===== config.mk =====
export PLATFORM = sky130hd
export DESIGN_NAME = can_receive_frame_fifo_flat
export DESIGN_NICKNAME = d
export VERILOG_FILES = /design/src/sv/canrx_pkg.sv /design/src/sv/canrx_item_if.sv /design/src/sv/canrx_result_if.sv /design/src/sv/canrx_ram.sv /design/src/sv/canrx_front.sv /design/src/sv/canrx_cmdq.sv /design/src/sv/canrx_back.sv /design/src/sv/can_receive_frame_fifo.sv /design/src/flat_wrapper.sv
export SDC_FILE = /design/constraint.sdc
export NUM_CORES = 2
export LEC_CHECK = 0
export BUFFER_PORTS_ARGS = -buffer_cell sky130_fd_sc_hd__buf_4
export CAP_MARGIN = 10
export CORE_UTILIZATION = 60
export DETAILED_ROUTE_END_ITERATION = 6
export PLACE_DENSITY = 0.78
export SLEW_MARGIN = 20
export SYNTH_ARGS = -nofsm -noshare
export SYNTH_HDL_FRONTEND = slang
export SYNTH_SLANG_ARGS = --single-unit

===== constraint.sdc =====
create_clock -name clk -period 11.75 [get_ports clk]
set_input_delay 1.175 -clock clk [delete_from_list [all_inputs] [get_ports clk]]
set_output_delay 1.175 -clock clk [all_outputs]
set_load 0.05 [all_outputs]

===== src/sv/canrx_pkg.sv =====
`timescale 1ns / 1ps

package canrx_pkg;

  // Field widths of one frame
  localparam int unsigned IDENT_W   = 32;
  localparam int unsigned LENGTH_W  = 4;
  localparam int unsigned PAYLOAD_W = 32;
  localparam int unsigned FILL_W    = 5;
  localparam int unsigned COUNTER_W = 32;

  // Largest legal data length code
  localparam logic [LENGTH_W-1:0] MAX_LENGTH = LENGTH_W'(8);

  // Default frame FIFO depth
  localparam int unsigned FIFO_DEPTH_DEF = 16;

  // Item kinds on the input channel
  localparam logic KIND_MAILBOX = 1'b0;
  localparam logic KIND_READ    = 1'b1;

  // Frame as held in the FIFO
  typedef struct packed {
    logic [IDENT_W-1:0]   ident;
    logic [LENGTH_W-1:0]  length;
    logic                 extended;
    logic [PAYLOAD_W-1:0] payload_low;
    logic [PAYLOAD_W-1:0] payload_high;
  } frame_t;

  localparam int unsigned FRAME_W = $bits(frame_t);

  // Classified command handed from the front end to the back end
  typedef enum logic [1:0] {
    CMD_PUSH,
    CMD_POP,
    CMD_DROP,
    CMD_LEN_ERR
  } cmd_t;

  typedef struct packed {
    cmd_t   cmd;
    frame_t frame;
  } cmd_entry_t;

  // Back end sequencer states
  typedef enum logic {
    BK_IDLE,
    BK_READ
  } back_state_t;

  // Back end status seen by the top level
  typedef struct packed {
    logic reading;
    logic empty;
    logic full;
  } back_stat_t;

endpackage


===== src/sv/canrx_item_if.sv =====
`timescale 1ns / 1ps

interface canrx_item_if;
  import canrx_pkg::*;

  logic                 valid;
  logic                 ready;
  logic                 kind;
  logic                 overwritten;
  logic [IDENT_W-1:0]   frame_ident;
  logic [LENGTH_W-1:0]  length_code;
  logic                 extended_flag;
  logic [PAYLOAD_W-1:0] payload_low;
  logic [PAYLOAD_W-1:0] payload_high;

  modport source (
    output valid, kind, overwritten, frame_ident, length_code, extended_flag,
           payload_low, payload_high,
    input  ready
  );

  modport sink (
    input  valid, kind, overwritten, frame_ident, length_code, extended_flag,
           payload_low, payload_high,
    output ready
  );

endinterface


===== src/sv/canrx_result_if.sv =====
`timescale 1ns / 1ps

interface canrx_result_if;
  import canrx_pkg::*;

  logic                 valid;
  logic                 ready;
  logic                 frame_valid;
  logic [IDENT_W-1:0]   out_ident;
  logic [LENGTH_W-1:0]  out_length;
  logic                 out_extended;
  logic [PAYLOAD_W-1:0] out_payload_low;
  logic [PAYLOAD_W-1:0] out_payload_high;
  logic [FILL_W-1:0]    fill_level;
  logic [COUNTER_W-1:0] accepted_total;
  logic [COUNTER_W-1:0] discarded_total;
  logic [COUNTER_W-1:0] error_total;

  modport source (
    output valid, frame_valid, out_ident, out_length, out_extended, out_payload_low,
           out_payload_high, fill_level, accepted_total, discarded_total, error_total,
    input  ready
  );

  modport sink (
    input  valid, frame_valid, out_ident, out_length, out_extended, out_payload_low,
           out_payload_high, fill_level, accepted_total, discarded_total, error_total,
    output ready
  );

endinterface


===== src/sv/canrx_ram.sv =====
`timescale 1ns / 1ps

module canrx_ram #(
  parameter int unsigned WIDTH = 8,
  parameter int unsigned DEPTH = 16
) (
  input  logic                                      clk,
  input  logic                                      we,
  input  logic [((DEPTH > 1) ? $clog2(DEPTH) : 1)-1:0] waddr,
  input  logic [WIDTH-1:0]                          wdata,
  input  logic                                      re,
  input  logic [((DEPTH > 1) ? $clog2(DEPTH) : 1)-1:0] raddr,
  output logic [WIDTH-1:0]                          rdata
);

  logic [WIDTH-1:0] mem [DEPTH];

  // Write port
  always_ff @(posedge clk) begin
    if (we) begin
      mem[waddr] <= wdata;
    end
  end

  // Registered read port
  always_ff @(posedge clk) begin
    if (re) begin
      rdata <= mem[raddr];
    end
  end

endmodule


===== src/sv/canrx_front.sv =====
`timescale 1ns / 1ps

module canrx_front (
  input  logic                   clk,
  input  logic                   rst,
  canrx_item_if.sink             item,
  output logic                   dn_valid,
  input  logic                   dn_ready,
  output canrx_pkg::cmd_entry_t  dn_entry
);
  import canrx_pkg::*;

  logic       stage_valid;
  cmd_entry_t stage_entry;
  cmd_entry_t entry_next;
  logic       take;

  // Take a new beat whenever the stage is empty or drains this cycle
  assign item.ready = !stage_valid || dn_ready;
  assign take       = item.valid && item.ready;

  // Classify the item: overwrite beats a bad length
  always_comb begin
    entry_next.frame.ident        = item.frame_ident;
    entry_next.frame.length       = item.length_code;
    entry_next.frame.extended     = item.extended_flag;
    entry_next.frame.payload_low  = item.payload_low;
    entry_next.frame.payload_high = item.payload_high;
    priority if (item.kind == KIND_READ) begin
      entry_next.cmd = CMD_POP;
    end else if (item.overwritten) begin
      entry_next.cmd = CMD_DROP;
    end else if (item.length_code > MAX_LENGTH) begin
      entry_next.cmd = CMD_LEN_ERR;
    end else begin
      entry_next.cmd = CMD_PUSH;
    end
  end

  // Hold stage occupancy
  always_ff @(posedge clk) begin
    if (rst) begin
      stage_valid <= 1'b0;
    end else if (take) begin
      stage_valid <= 1'b1;
    end else if (dn_ready) begin
      stage_valid <= 1'b0;
    end
  end

  // Capture the classified beat
  always_ff @(posedge clk) begin
    if (take) begin
      stage_entry <= entry_next;
    end
  end

  assign dn_valid = stage_valid;
  assign dn_entry = stage_entry;

endmodule


===== src/sv/canrx_cmdq.sv =====
`timescale 1ns / 1ps

module canrx_cmdq (
  input  logic                   clk,
  input  logic                   rst,
  input  logic                   up_valid,
  output logic                   up_ready,
  input  canrx_pkg::cmd_entry_t  up_entry,
  output logic                   dn_valid,
  input  logic                   dn_ready,
  output canrx_pkg::cmd_entry_t  dn_entry
);
  import canrx_pkg::*;

  cmd_entry_t  slots [2];
  logic        wr_idx;
  logic        rd_idx;
  logic [1:0]  count;
  logic        push;
  logic        pop;

  assign up_ready = (count != 2'd2);
  assign dn_valid = (count != 2'd0);
  assign dn_entry = slots[rd_idx];
  assign push     = up_valid && up_ready;
  assign pop      = dn_valid && dn_ready;

  // Advance pointers and occupancy
  always_ff @(posedge clk) begin
    if (rst) begin
      wr_idx <= 1'b0;
      rd_idx <= 1'b0;
      count  <= 2'd0;
    end else begin
      if (push) begin
        wr_idx <= !wr_idx;
      end
      if (pop) begin
        rd_idx <= !rd_idx;
      end
      unique case ({push, pop})
        2'b10:   count <= count + 2'd1;
        2'b01:   count <= count - 2'd1;
        default: count <= count;
      endcase
    end
  end

  // Store incoming commands
  always_ff @(posedge clk) begin
    if (push) begin
      slots[wr_idx] <= up_entry;
    end
  end

endmodule


===== src/sv/canrx_back.sv =====
`timescale 1ns / 1ps

module canrx_back #(
  parameter int unsigned DEPTH = canrx_pkg::FIFO_DEPTH_DEF
) (
  input  logic                   clk,
  input  logic                   rst,
  input  logic                   q_valid,
  output logic                   q_ready,
  input  canrx_pkg::cmd_entry_t  q_entry,
  canrx_result_if.source         result,
  output canrx_pkg::back_stat_t  stat
);
  import canrx_pkg::*;

  localparam int unsigned AW = (DEPTH > 1) ? $clog2(DEPTH) : 1;
  localparam int unsigned CW = $clog2(DEPTH + 1);
  localparam logic [AW-1:0] LAST_SLOT = AW'(DEPTH - 1);
  localparam logic [CW-1:0] FULL_COUNT = CW'(DEPTH);

  back_state_t          state, state_next;
  logic [CW-1:0]        count, count_next;
  logic [AW-1:0]        rd_ptr, rd_ptr_next;
  logic [AW-1:0]        wr_ptr, wr_ptr_next;
  logic [COUNTER_W-1:0] acc_cnt, acc_cnt_next;
  logic [COUNTER_W-1:0] dis_cnt, dis_cnt_next;
  logic [COUNTER_W-1:0] err_cnt, err_cnt_next;
  logic                 out_valid, out_valid_next;
  logic                 out_frame_valid;
  frame_t               out_frame;

  logic                 can_go;
  logic                 load;
  logic                 ld_frame_valid;
  frame_t               ld_frame;
  logic                 ram_we;
  logic                 ram_re;
  logic [FRAME_W-1:0]   ram_rdata;
  frame_t               rd_frame;

  canrx_ram #(
    .WIDTH (FRAME_W),
    .DEPTH (DEPTH)
  ) u_store (
    .clk   (clk),
    .we    (ram_we),
    .waddr (wr_ptr),
    .wdata (q_entry.frame),
    .re    (ram_re),
    .raddr (rd_ptr),
    .rdata (ram_rdata)
  );

  assign rd_frame = frame_t'(ram_rdata);

  // Execute one command when the result register is free or drains now
  assign can_go = q_valid && (!out_valid || result.ready);

  always_comb begin
    state_next     = state;
    count_next     = count;
    rd_ptr_next    = rd_ptr;
    wr_ptr_next    = wr_ptr;
    acc_cnt_next   = acc_cnt;
    dis_cnt_next   = dis_cnt;
    err_cnt_next   = err_cnt;
    q_ready        = 1'b0;
    ram_we         = 1'b0;
    ram_re         = 1'b0;
    load           = 1'b0;
    ld_frame_valid = 1'b0;
    ld_frame       = '0;
    unique case (state)
      BK_IDLE: begin
        if (can_go) begin
          q_ready = 1'b1;
          unique case (q_entry.cmd)
            CMD_PUSH: begin
              load         = 1'b1;
              acc_cnt_next = acc_cnt + COUNTER_W'(1);
              if (count == FULL_COUNT) begin
                dis_cnt_next = dis_cnt + COUNTER_W'(1);
              end else begin
                ram_we      = 1'b1;
                wr_ptr_next = (wr_ptr == LAST_SLOT) ? '0 : wr_ptr + AW'(1);
                count_next  = count + CW'(1);
              end
            end
            CMD_POP: begin
              if (count == '0) begin
                load = 1'b1;
              end else begin
                ram_re     = 1'b1;
                state_next = BK_READ;
              end
            end
            CMD_DROP: begin
              load         = 1'b1;
              dis_cnt_next = dis_cnt + COUNTER_W'(1);
            end
            CMD_LEN_ERR: begin
              load         = 1'b1;
              err_cnt_next = err_cnt + COUNTER_W'(1);
            end
            default: begin
              load = 1'b1;
            end
          endcase
        end
      end
      BK_READ: begin
        // Result register is always empty here
        load           = 1'b1;
        ld_frame_valid = 1'b1;
        ld_frame       = rd_frame;
        rd_ptr_next    = (rd_ptr == LAST_SLOT) ? '0 : rd_ptr + AW'(1);
        count_next     = count - CW'(1);
        state_next     = BK_IDLE;
      end
      default: begin
        state_next = BK_IDLE;
      end
    endcase
    out_valid_next = load || (out_valid && !result.ready);
  end

  // Hold control state and counters
  always_ff @(posedge clk) begin
    if (rst) begin
      state     <= BK_IDLE;
      count     <= '0;
      rd_ptr    <= '0;
      wr_ptr    <= '0;
      acc_cnt   <= '0;
      dis_cnt   <= '0;
      err_cnt   <= '0;
      out_valid <= 1'b0;
    end else begin
      state     <= state_next;
      count     <= count_next;
      rd_ptr    <= rd_ptr_next;
      wr_ptr    <= wr_ptr_next;
      acc_cnt   <= acc_cnt_next;
      dis_cnt   <= dis_cnt_next;
      err_cnt   <= err_cnt_next;
      out_valid <= out_valid_next;
    end
  end

  // Load the result payload
  always_ff @(posedge clk) begin
    if (load) begin
      out_frame_valid <= ld_frame_valid;
      out_frame       <= ld_frame;
    end
  end

  // Counters and fill only change when a new result is loaded
  assign result.valid            = out_valid;
  assign result.frame_valid      = out_frame_valid;
  assign result.out_ident        = out_frame.ident;
  assign result.out_length       = out_frame.length;
  assign result.out_extended     = out_frame.extended;
  assign result.out_payload_low  = out_frame.payload_low;
  assign result.out_payload_high = out_frame.payload_high;
  assign result.fill_level       = FILL_W'(count);
  assign result.accepted_total   = acc_cnt;
  assign result.discarded_total  = dis_cnt;
  assign result.error_total      = err_cnt;

  assign stat.reading = (state == BK_READ);
  assign stat.empty   = (count == '0);
  assign stat.full    = (count == FULL_COUNT);

endmodule


===== src/sv/can_receive_frame_fifo.sv =====
`timescale 1ns / 1ps

// Channel   Dir   Beat contents
// item      in    kind, overwritten, frame_ident, length_code, extended_flag, payload
// result    out   frame_valid, frame fields, fill_level, three wrapping counters
//
// A beat passes a classify register and a two-entry command queue before the
// back end, which gives one result per beat. A read of a held frame also passes
// the registered read port of the frame store, and the back end takes no new
// command until that frame is in the result register. Reset (rst, synchronous)
// empties the FIFO and clears all counters; the frame store itself is not
// cleared. A stalled result holds the back end; the front keeps taking beats
// until the command queue and the classify register are full.

module can_receive_frame_fifo #(
  parameter int unsigned FIFO_DEPTH = canrx_pkg::FIFO_DEPTH_DEF
) (
  input  logic        clk,
  input  logic        rst,
  canrx_item_if.sink      item,
  canrx_result_if.source  result
);
  import canrx_pkg::*;

  logic       fr_valid;
  logic       fr_ready;
  cmd_entry_t fr_entry;
  logic       q_valid;
  logic       q_ready;
  cmd_entry_t q_entry;
  back_stat_t stat;

  canrx_front u_front (
    .clk      (clk),
    .rst      (rst),
    .item     (item),
    .dn_valid (fr_valid),
    .dn_ready (fr_ready),
    .dn_entry (fr_entry)
  );

  canrx_cmdq u_cmdq (
    .clk      (clk),
    .rst      (rst),
    .up_valid (fr_valid),
    .up_ready (fr_ready),
    .up_entry (fr_entry),
    .dn_valid (q_valid),
    .dn_ready (q_ready),
    .dn_entry (q_entry)
  );

  canrx_back #(
    .DEPTH (FIFO_DEPTH)
  ) u_back (
    .clk     (clk),
    .rst     (rst),
    .q_valid (q_valid),
    .q_ready (q_ready),
    .q_entry (q_entry),
    .result  (result),
    .stat    (stat)
  );

  // A frame read always lands in the result register on the next edge
  assert property (@(posedge clk) disable iff (rst)
    stat.reading |=> (result.valid && result.frame_valid))
    else $error("frame read did not produce a frame result");

  // A read of an empty FIFO yields an empty result
  assert property (@(posedge clk) disable iff (rst)
    (q_valid && q_ready && (q_entry.cmd == CMD_POP) && stat.empty)
      |=> (result.valid && !result.frame_valid))
    else $error("read of empty FIFO returned a frame");

  // A result without a frame carries zero frame fields
  assert property (@(posedge clk) disable iff (rst)
    (result.valid && !result.frame_valid)
      |-> (result.out_ident == '0 && result.out_length == '0 && !result.out_extended
           && result.out_payload_low == '0 && result.out_payload_high == '0))
    else $error("frame fields not zero on a frameless result");

  // A push into a full FIFO is dropped and leaves it full
  assert property (@(posedge clk) disable iff (rst)
    (q_valid && q_ready && (q_entry.cmd == CMD_PUSH) && stat.full) |=> stat.full)
    else $error("push into a full FIFO changed its fill");

endmodule

===== src/flat_wrapper.sv =====
// flat-port wrapper written by rule: the top's interface ports become plain ports
module can_receive_frame_fifo_flat import canrx_pkg::*;
#(
  parameter int unsigned FIFO_DEPTH = canrx_pkg::FIFO_DEPTH_DEF
)
  (clk, rst, item_valid, item_kind, item_overwritten, item_frame_ident, item_length_code, item_extended_flag, item_payload_low, item_payload_high, item_ready, result_valid, result_frame_valid, result_out_ident, result_out_length, result_out_extended, result_out_payload_low, result_out_payload_high, result_fill_level, result_accepted_total, result_discarded_total, result_error_total, result_ready);
  canrx_item_if item_i ();
  canrx_result_if result_i ();
  input  logic clk;
  input  logic rst;
  input wire logic [$bits(item_i.valid)-1:0] item_valid;
  input wire logic [$bits(item_i.kind)-1:0] item_kind;
  input wire logic [$bits(item_i.overwritten)-1:0] item_overwritten;
  input wire logic [$bits(item_i.frame_ident)-1:0] item_frame_ident;
  input wire logic [$bits(item_i.length_code)-1:0] item_length_code;
  input wire logic [$bits(item_i.extended_flag)-1:0] item_extended_flag;
  input wire logic [$bits(item_i.payload_low)-1:0] item_payload_low;
  input wire logic [$bits(item_i.payload_high)-1:0] item_payload_high;
  output wire logic [$bits(item_i.ready)-1:0] item_ready;
  output wire logic [$bits(result_i.valid)-1:0] result_valid;
  output wire logic [$bits(result_i.frame_valid)-1:0] result_frame_valid;
  output wire logic [$bits(result_i.out_ident)-1:0] result_out_ident;
  output wire logic [$bits(result_i.out_length)-1:0] result_out_length;
  output wire logic [$bits(result_i.out_extended)-1:0] result_out_extended;
  output wire logic [$bits(result_i.out_payload_low)-1:0] result_out_payload_low;
  output wire logic [$bits(result_i.out_payload_high)-1:0] result_out_payload_high;
  output wire logic [$bits(result_i.fill_level)-1:0] result_fill_level;
  output wire logic [$bits(result_i.accepted_total)-1:0] result_accepted_total;
  output wire logic [$bits(result_i.discarded_total)-1:0] result_discarded_total;
  output wire logic [$bits(result_i.error_total)-1:0] result_error_total;
  input wire logic [$bits(result_i.ready)-1:0] result_ready;
  assign item_i.valid = item_valid;
  assign item_i.kind = item_kind;
  assign item_i.overwritten = item_overwritten;
  assign item_i.frame_ident = item_frame_ident;
  assign item_i.length_code = item_length_code;
  assign item_i.extended_flag = item_extended_flag;
  assign item_i.payload_low = item_payload_low;
  assign item_i.payload_high = item_payload_high;
  assign item_ready = item_i.ready;
  assign result_valid = result_i.valid;
  assign result_frame_valid = result_i.frame_valid;
  assign result_out_ident = result_i.out_ident;
  assign result_out_length = result_i.out_length;
  assign result_out_extended = result_i.out_extended;
  assign result_out_payload_low = result_i.out_payload_low;
  assign result_out_payload_high = result_i.out_payload_high;
  assign result_fill_level = result_i.fill_level;
  assign result_accepted_total = result_i.accepted_total;
  assign result_discarded_total = result_i.discarded_total;
  assign result_error_total = result_i.error_total;
  assign result_i.ready = result_ready;
  can_receive_frame_fifo #(.FIFO_DEPTH(FIFO_DEPTH)) u_core (.clk(clk), .rst(rst), .item(item_i), .result(result_i));
endmodule

Yosys cells after proc, flatten, opt, wreduce, memory -nomap -nowiden
Memories as Yosys holds them, arrays and structs flattened. A register that Yosys moved wholly into a read port is not among the register bits.
Index checks and enable logic that the tools add are counted.
- flip-flop bits (word level): 321
- memories: 2
- RAM bits: 1822
- latch bits: 0
- logic and storage cells: 111
- output and inout port bits: 205
- bits in read-only memories: 0
- memories (name ; depth ; width ; rd ports ; clocked after Yosys merged registers in ; wr ports ; RTL line ; RTL):
    u_core.u_back.u_store.mem ; 16 ; 101 ; 1 ; 1 ; 1 ; canrx_ram.sv:16 ; logic [WIDTH-1:0] mem [DEPTH];
    u_core.u_cmdq.slots ; 2 ; 103 ; 1 ; 1 ; 1 ; canrx_cmdq.sv:15 ; cmd_entry_t slots [2];
- multiplexer cells: 35
- eq/ne operators: 13
- add/sub/neg operators: 9
- div/mod/pow operators: 0
- reductions and logical operators: 25
- $lt $le $gt $ge: 1
- bitwise logic cells: 2
- multipliers: 0
- shift-type cells: 0
- operators by type and width (cell ; number):
    32-bit by 1-bit adder with 32-bit output (second input constant) ; 3
    32-bit case mux with 2 select lines ; 1
    32-bit 2-to-1 mux ; 1
    1-bit 2-to-1 mux ; 21
    5-bit 2-to-1 mux ; 3
    5-bit case mux with 2 select lines ; 1
    3-bit AND reduction ; 3
    4-bit by 1-bit adder with 4-bit output (second input constant) ; 2
    4-bit == test (second input constant) ; 2
    4-bit 2-to-1 mux ; 2
    4-bit AND reduction ; 2
    2-bit nonzero test ; 4
    2-bit == test (second input constant) ; 3
    2-bit != test (second input constant) ; 3
    1-bit case mux with 2 select lines ; 3
    5-bit by 1-bit adder with 5-bit output (second input constant) ; 1
    5-bit == test (second input constant) ; 1
    1-bit logical AND ; 5
    1-bit zero test ; 5
    5-bit zero test ; 1
    5-bit by 1-bit subtractor with 5-bit output (second input constant) ; 1
    2-bit by 1-bit == test with 1-bit output (second input constant) ; 2
    4-bit > comparator (second input constant) ; 1
    2-bit 2-to-1 mux ; 2
    other kinds (8) ; 12

Longest topological paths before layout
- depth after elaboration: 8
- mapped depth: 8
- mapped depth without buffers: 7

Hierarchy
From an unflattened synthesis, not the netlist that was laid out.
- cells, all modules: 3889
- area, all modules: 83357.4 sq um
- modules (own cells, without submodules) (module ; cells each ; area an instance (sq um) ; instances):
    canrx_ram ; 2585 ; 63472.1 ; 1
    canrx_back ; 848 ; 9073.7 ; 1
    canrx_cmdq ; 344 ; 7641.1 ; 1
    canrx_front ; 112 ; 3170.5 ; 1

Least setup slack after synthesis
Ideal clock, no wire load.
- path kind: input -> register
- start: in result_ready
- end: mem u_core.u_back.u_store.mem[2][0] (netlist bit) (enable)
- path slack: 2120 ps
- arrival time: 8946 ps
- buffers on the path: 1
- stages: 6
- library setup time: 684 ps
- cells stage by stage: nor2b_1 a2111oi_4 and2_1 buf_2 nand2_1 nor3_1
- word-level cells in the longest chain between the ends: 6
- ends and longest elaborated chain (item ; RTL line ; RTL):
    from (decl) ; flat_wrapper.sv:31 ; input wire logic [$bits(result_i.ready)-1:0] result_ready;
    1-bit logical OR ; canrx_back.sv:57 ; assign can_go = q_valid && (!out_valid || result.ready);
    1-bit logical AND ; canrx_back.sv:57 ;
    1-bit 2-to-1 mux ; canrx_back.sv:75 ; if (can_go) begin
    1-bit 2-to-1 mux ; canrx_back.sv:73 ; unique case (state)
    1-bit 2-to-1 mux ; canrx_ram.sv:20 ; if (we) begin
    1-bit 2-to-1 mux (implied by the code) ; canrx_ram.sv:21 ; mem[waddr] <= wdata;
    to (decl) ; canrx_ram.sv:16 ;
Every way passes these cells.

==> metrics.md <==
| Metric | Value |
|---|---|
| Status | `finished clean` |
| DRC Markers | `0` |
| Placed cell areas | `88100 um^2` |
| TritonCTS clock tree | `yes` |
| Postcts setup bufs | `0` |
| Fmax | `about 180 MHz` |
| CTS Hold Bufs | `0` |
| Seq/Total Area, Yosys | `0.794` |
| Largest net degree at the start of global routing | `about 160` |
| Vias in the first global route | `between 40000 and 50000` |
| Power Density | `200 nW/um^2` |
| Worst Path Required | `~12 ns` |
| Via-to-Cell Ratio | `6.66` |
| Tmin final | `5.66 ns` |
| R2r endpoint | `u_core.u_back.u_store.mem[10][3]` |
| Layout Utilization | `0.689` |
| CTS max path bufs | `3` |
| Post-synth cell types | `55` |
| Placed Cells | `5676` |
| Final-report hold violation count | `0` |
| Post-Syn Nets | `3800` |
| Top FF cell, synth | `edfxtp_1` |
| Drt pass-1 iters | `5` |
| Pleak | `~30 nW` |
| Relative slew slack | `0.204` |
| VDD IR max | `between 0.0002 and 0.00025 V` |
| #FFs+latches synth | `2245` |
| H-tree levels | `4` |
| Root Buffer Master | `clkbuf_16` |
| Min-delay src | `u_core.u_front.dn_entry[19]` |
| Cells after Synth | `3680` |
| GRT Resource Usage Total | `0.287` |
| GPL Wtd Cong | `0.805` |
| TritonCTS buffer count | `212` |
| Worst-Skew Late Latency | `0.84 ns` |
| DR vias | `40500` |
| WHS Path Cells | `0` |
| IO Pins | `312` |
| Core Area | `138000 um^2` |
| Hold crit path type | `flip-flop to flip-flop` |
| Die W | `375 um` |
| Clock slew at reported path FFs | `0.06 ns` |
| Layout cells sized above 1 | `0.311` |
| Critical path endpoint category | `flip-flop` |
| Initial antenna violation count | `8` |
| Post-CTS sizing | `0` |
| Worst-case reg-to-reg path depth | `8` |
| Setup TNS | `0 ns` |
| CTS Sinks | `2245` |
| Synthesis-to-finish area growth | `13.7%` |
| Fin. max-slew vios | `0` |
| Crit-path max FO | `49` |
| Finished Cell Area | `94900 um^2` |
| Finished Layout Cells | `6075` |
| Total gr overflow | `0` |
| Number of flops mapped to enable cells by yosys | `2128` |
| Share of async-settable or async-resettable flops after synthesis | `0` |
| Initial DRC Count | `5110` |
| Netlist area before placement | `83500 um^2` |
| Syn Area/Cell | `between 20 and 25 um^2` |
| Worst Skew | `0.0659 ns` |
| Synth warn | `0` |
| Max-cap viol count | `0` |
| Starting density of the core | `0.606` |
| DP HPWL | `97300 um` |
| Tcrit/Tclk final | `0.482` |
| Class of the most critical setup path | `flip-flop to flip-flop` |
| Number of fill cells | `7719` |
| Final wirelength | `199000 um` |
| RSZ-0062 raised after global routing | `no` |
| Final setup vio count | `0` |
| Die height | `375 um` |
| Slew @ Worst Pin | `1.19 ns` |
| Routed Antenna Nets | `0` |
| WL per Instance | `32.8 um` |
| Hold EP | `u_core.u_cmdq.slots[1][19]` |
| Layout Nets | `4219` |
| Std-Cell Rows | `136` |
| Number of I/O port buffers | `311` |
| Global-route wire length before repair | `287000 um` |
| Die area | `141000 um^2` |
| Crit path launch type | `flip-flop` |
| Critical Path AT | `6.11 ns` |
| R2R setup slack | `6.09 ns` |
[worst max path at each step]
| stage | to | cells past startpoint | startpoint |
|---|---|---|---|
| CTS | u_core.u_back.u_store.mem[10][17] | 7 | flip-flop |
| global route | u_core.u_back.u_store.mem[10][15] | 8 | flip-flop |
| detailed placement | u_core.u_back.u_store.mem[10][12] | 8 | result_ready |
| floorplan | u_core.u_back.u_store.mem[2][0] | 6 | result_ready |
| finish | u_core.u_back.u_store.mem[10][3] | 8 | flip-flop |
| global placement | u_core.u_back.u_store.mem[10][18] | 8 | result_ready |
[synth_stat cells, types with 12 or more instances]
cell / n / area, um^2
and3_1: 18 / 113
or4_1: 20 / 150
a21oi_1: 54 / 270
or3_1: 22 / 138
nand4_1: 39 / 244
mux2_2: 106 / 1190
dfxtp_1: 117 / 2340
ha_1: 12 / 150
and2_1: 109 / 682
clkbuf_1: 137 / 514
mux4_2: 505 / 11400
inv_1: 24 / 90.1
edfxtp_1: 2128 / 63900
o21ai_0: 25 / 125
nor2_1: 87 / 327
nand2_1: 50 / 188
o31ai_1: 17 / 128
xnor2_1: 17 / 149
xor2_1: 37 / 324
buf_1: 25 / 93.8
nand3_1: 33 / 165
[per-layer routing]
metal  share of wire  track usage  wire, um
met5         0.00022            0        43
met4           0.033       0.0990      6520
met1            0.37        0.385     73400
met2            0.50        0.474    100000
met3           0.095       0.0576     19000
[registers in the layout (all words and copies together) (netlist names), 2 cells and up, named ones only]
signal / count
u_core.u_back.result.out_payload_high: 32
u_core.u_front.dn_entry: 103
u_core.u_back.result.discarded_total: 32
u_core.u_back.rd_ptr: 4
u_core.u_back.result.error_total: 32
u_core.u_back.u_store.rdata: 101
u_core.u_back.result.out_ident: 32
u_core.u_back.result.out_payload_low: 32
u_core.u_back.u_store.mem: 1616
u_core.u_back.result.out_length: 4
u_core.u_back.result.accepted_total: 32
u_core.u_back.wr_ptr: 4
u_core.u_cmdq.count: 2
u_core.u_back.result.fill_level: 5
u_core.u_cmdq.slots: 206
[logic make-up after synthesis]
kind of cell	Yosys count	synth area share
multiplexers	619	0.152
adder cells (fa/ha/maj)	13	0.00204
XOR/XNOR	54	0.00567
flip-flops	2245	0.794
AND/OR/NAND/NOR	435	0.0292
buffers and inverters	198	0.00914
AO/OA/AOI/OAI	116	0.00871
[worst max-delay path, stage by stage, from the launching register on]
cell	delay (ns)
dfxtp_4	0.80
or3b_1	0.51
a2111oi_4	0.64
buf_6	0.24
and2_1	0.34
nand2_1	0.31
nor2_4	0.90
buf_4	0.58
buf_4	0.86
[report_power, final]
part,leakage (nW),total [mW],internal [mW],switching [mW]
Combinational,6.18,2.34,0.572,1.77
Sequential,20.3,9.93,9.75,0.180
Clock,3.28,6.70,3.68,3.02
Total,29.7,19.0,14.0,4.97
[stage by stage]
| step | setup WS (ns) | power, mW | hold slack [ns] |
|---|---|---|---|
| 2_1_floorplan | 2.12 | 11.5 | 0.421 |
| 3_3_place_gp | 6.04 | 12.3 | 0.422 |
| 3_5_place_dp | 5.93 | 12.4 | 0.429 |
| 4_1_cts | 5.82 | 19.0 | 0.432 |
| 5_1_grt | 5.89 | 19.4 | 0.448 |
| 6_report | 6.09 | 19.0 | 0.437 |
[cells in the final DEF, fill, tap and decap left out, types with 12 or more instances in the layout]
cell type,count
and3_1,17
nor2_1,73
xnor2_1,17
xor2_1,37
inv_1,24
buf_4,368
o31ai_1,17
mux2_2,106
and2_1,108
nand2_1,50
clkinv_2,36
mux4_2,505
nor2_4,14
ha_1,12
or4_1,20
nand3_1,33
clkbuf_1,49
o21ai_0,25
nand4_1,39
dfxtp_1,111
or3_1,22
a21oi_1,54
clkbuf_16,213
clkinv_1,46
bufinv_16,13
edfxtp_1,2128
[area by class of cell]
cell class                      instances  area (um^2)  share of cell area
Sequential cell                      2245        66300               0.698
Inverter                               25         93.8            0.000989
Timing Repair Buffer                  378         2940              0.0310
Clock buffer                          269         5590              0.0589
Tap cell                             1794         2240              0.0237
Multi-Input combinational cell       1237        16600               0.175
Clock inverter                        125         1160              0.0123
Antenna cell                            2         5.00           0.0000527
Power figures use the tool's default switching activity.
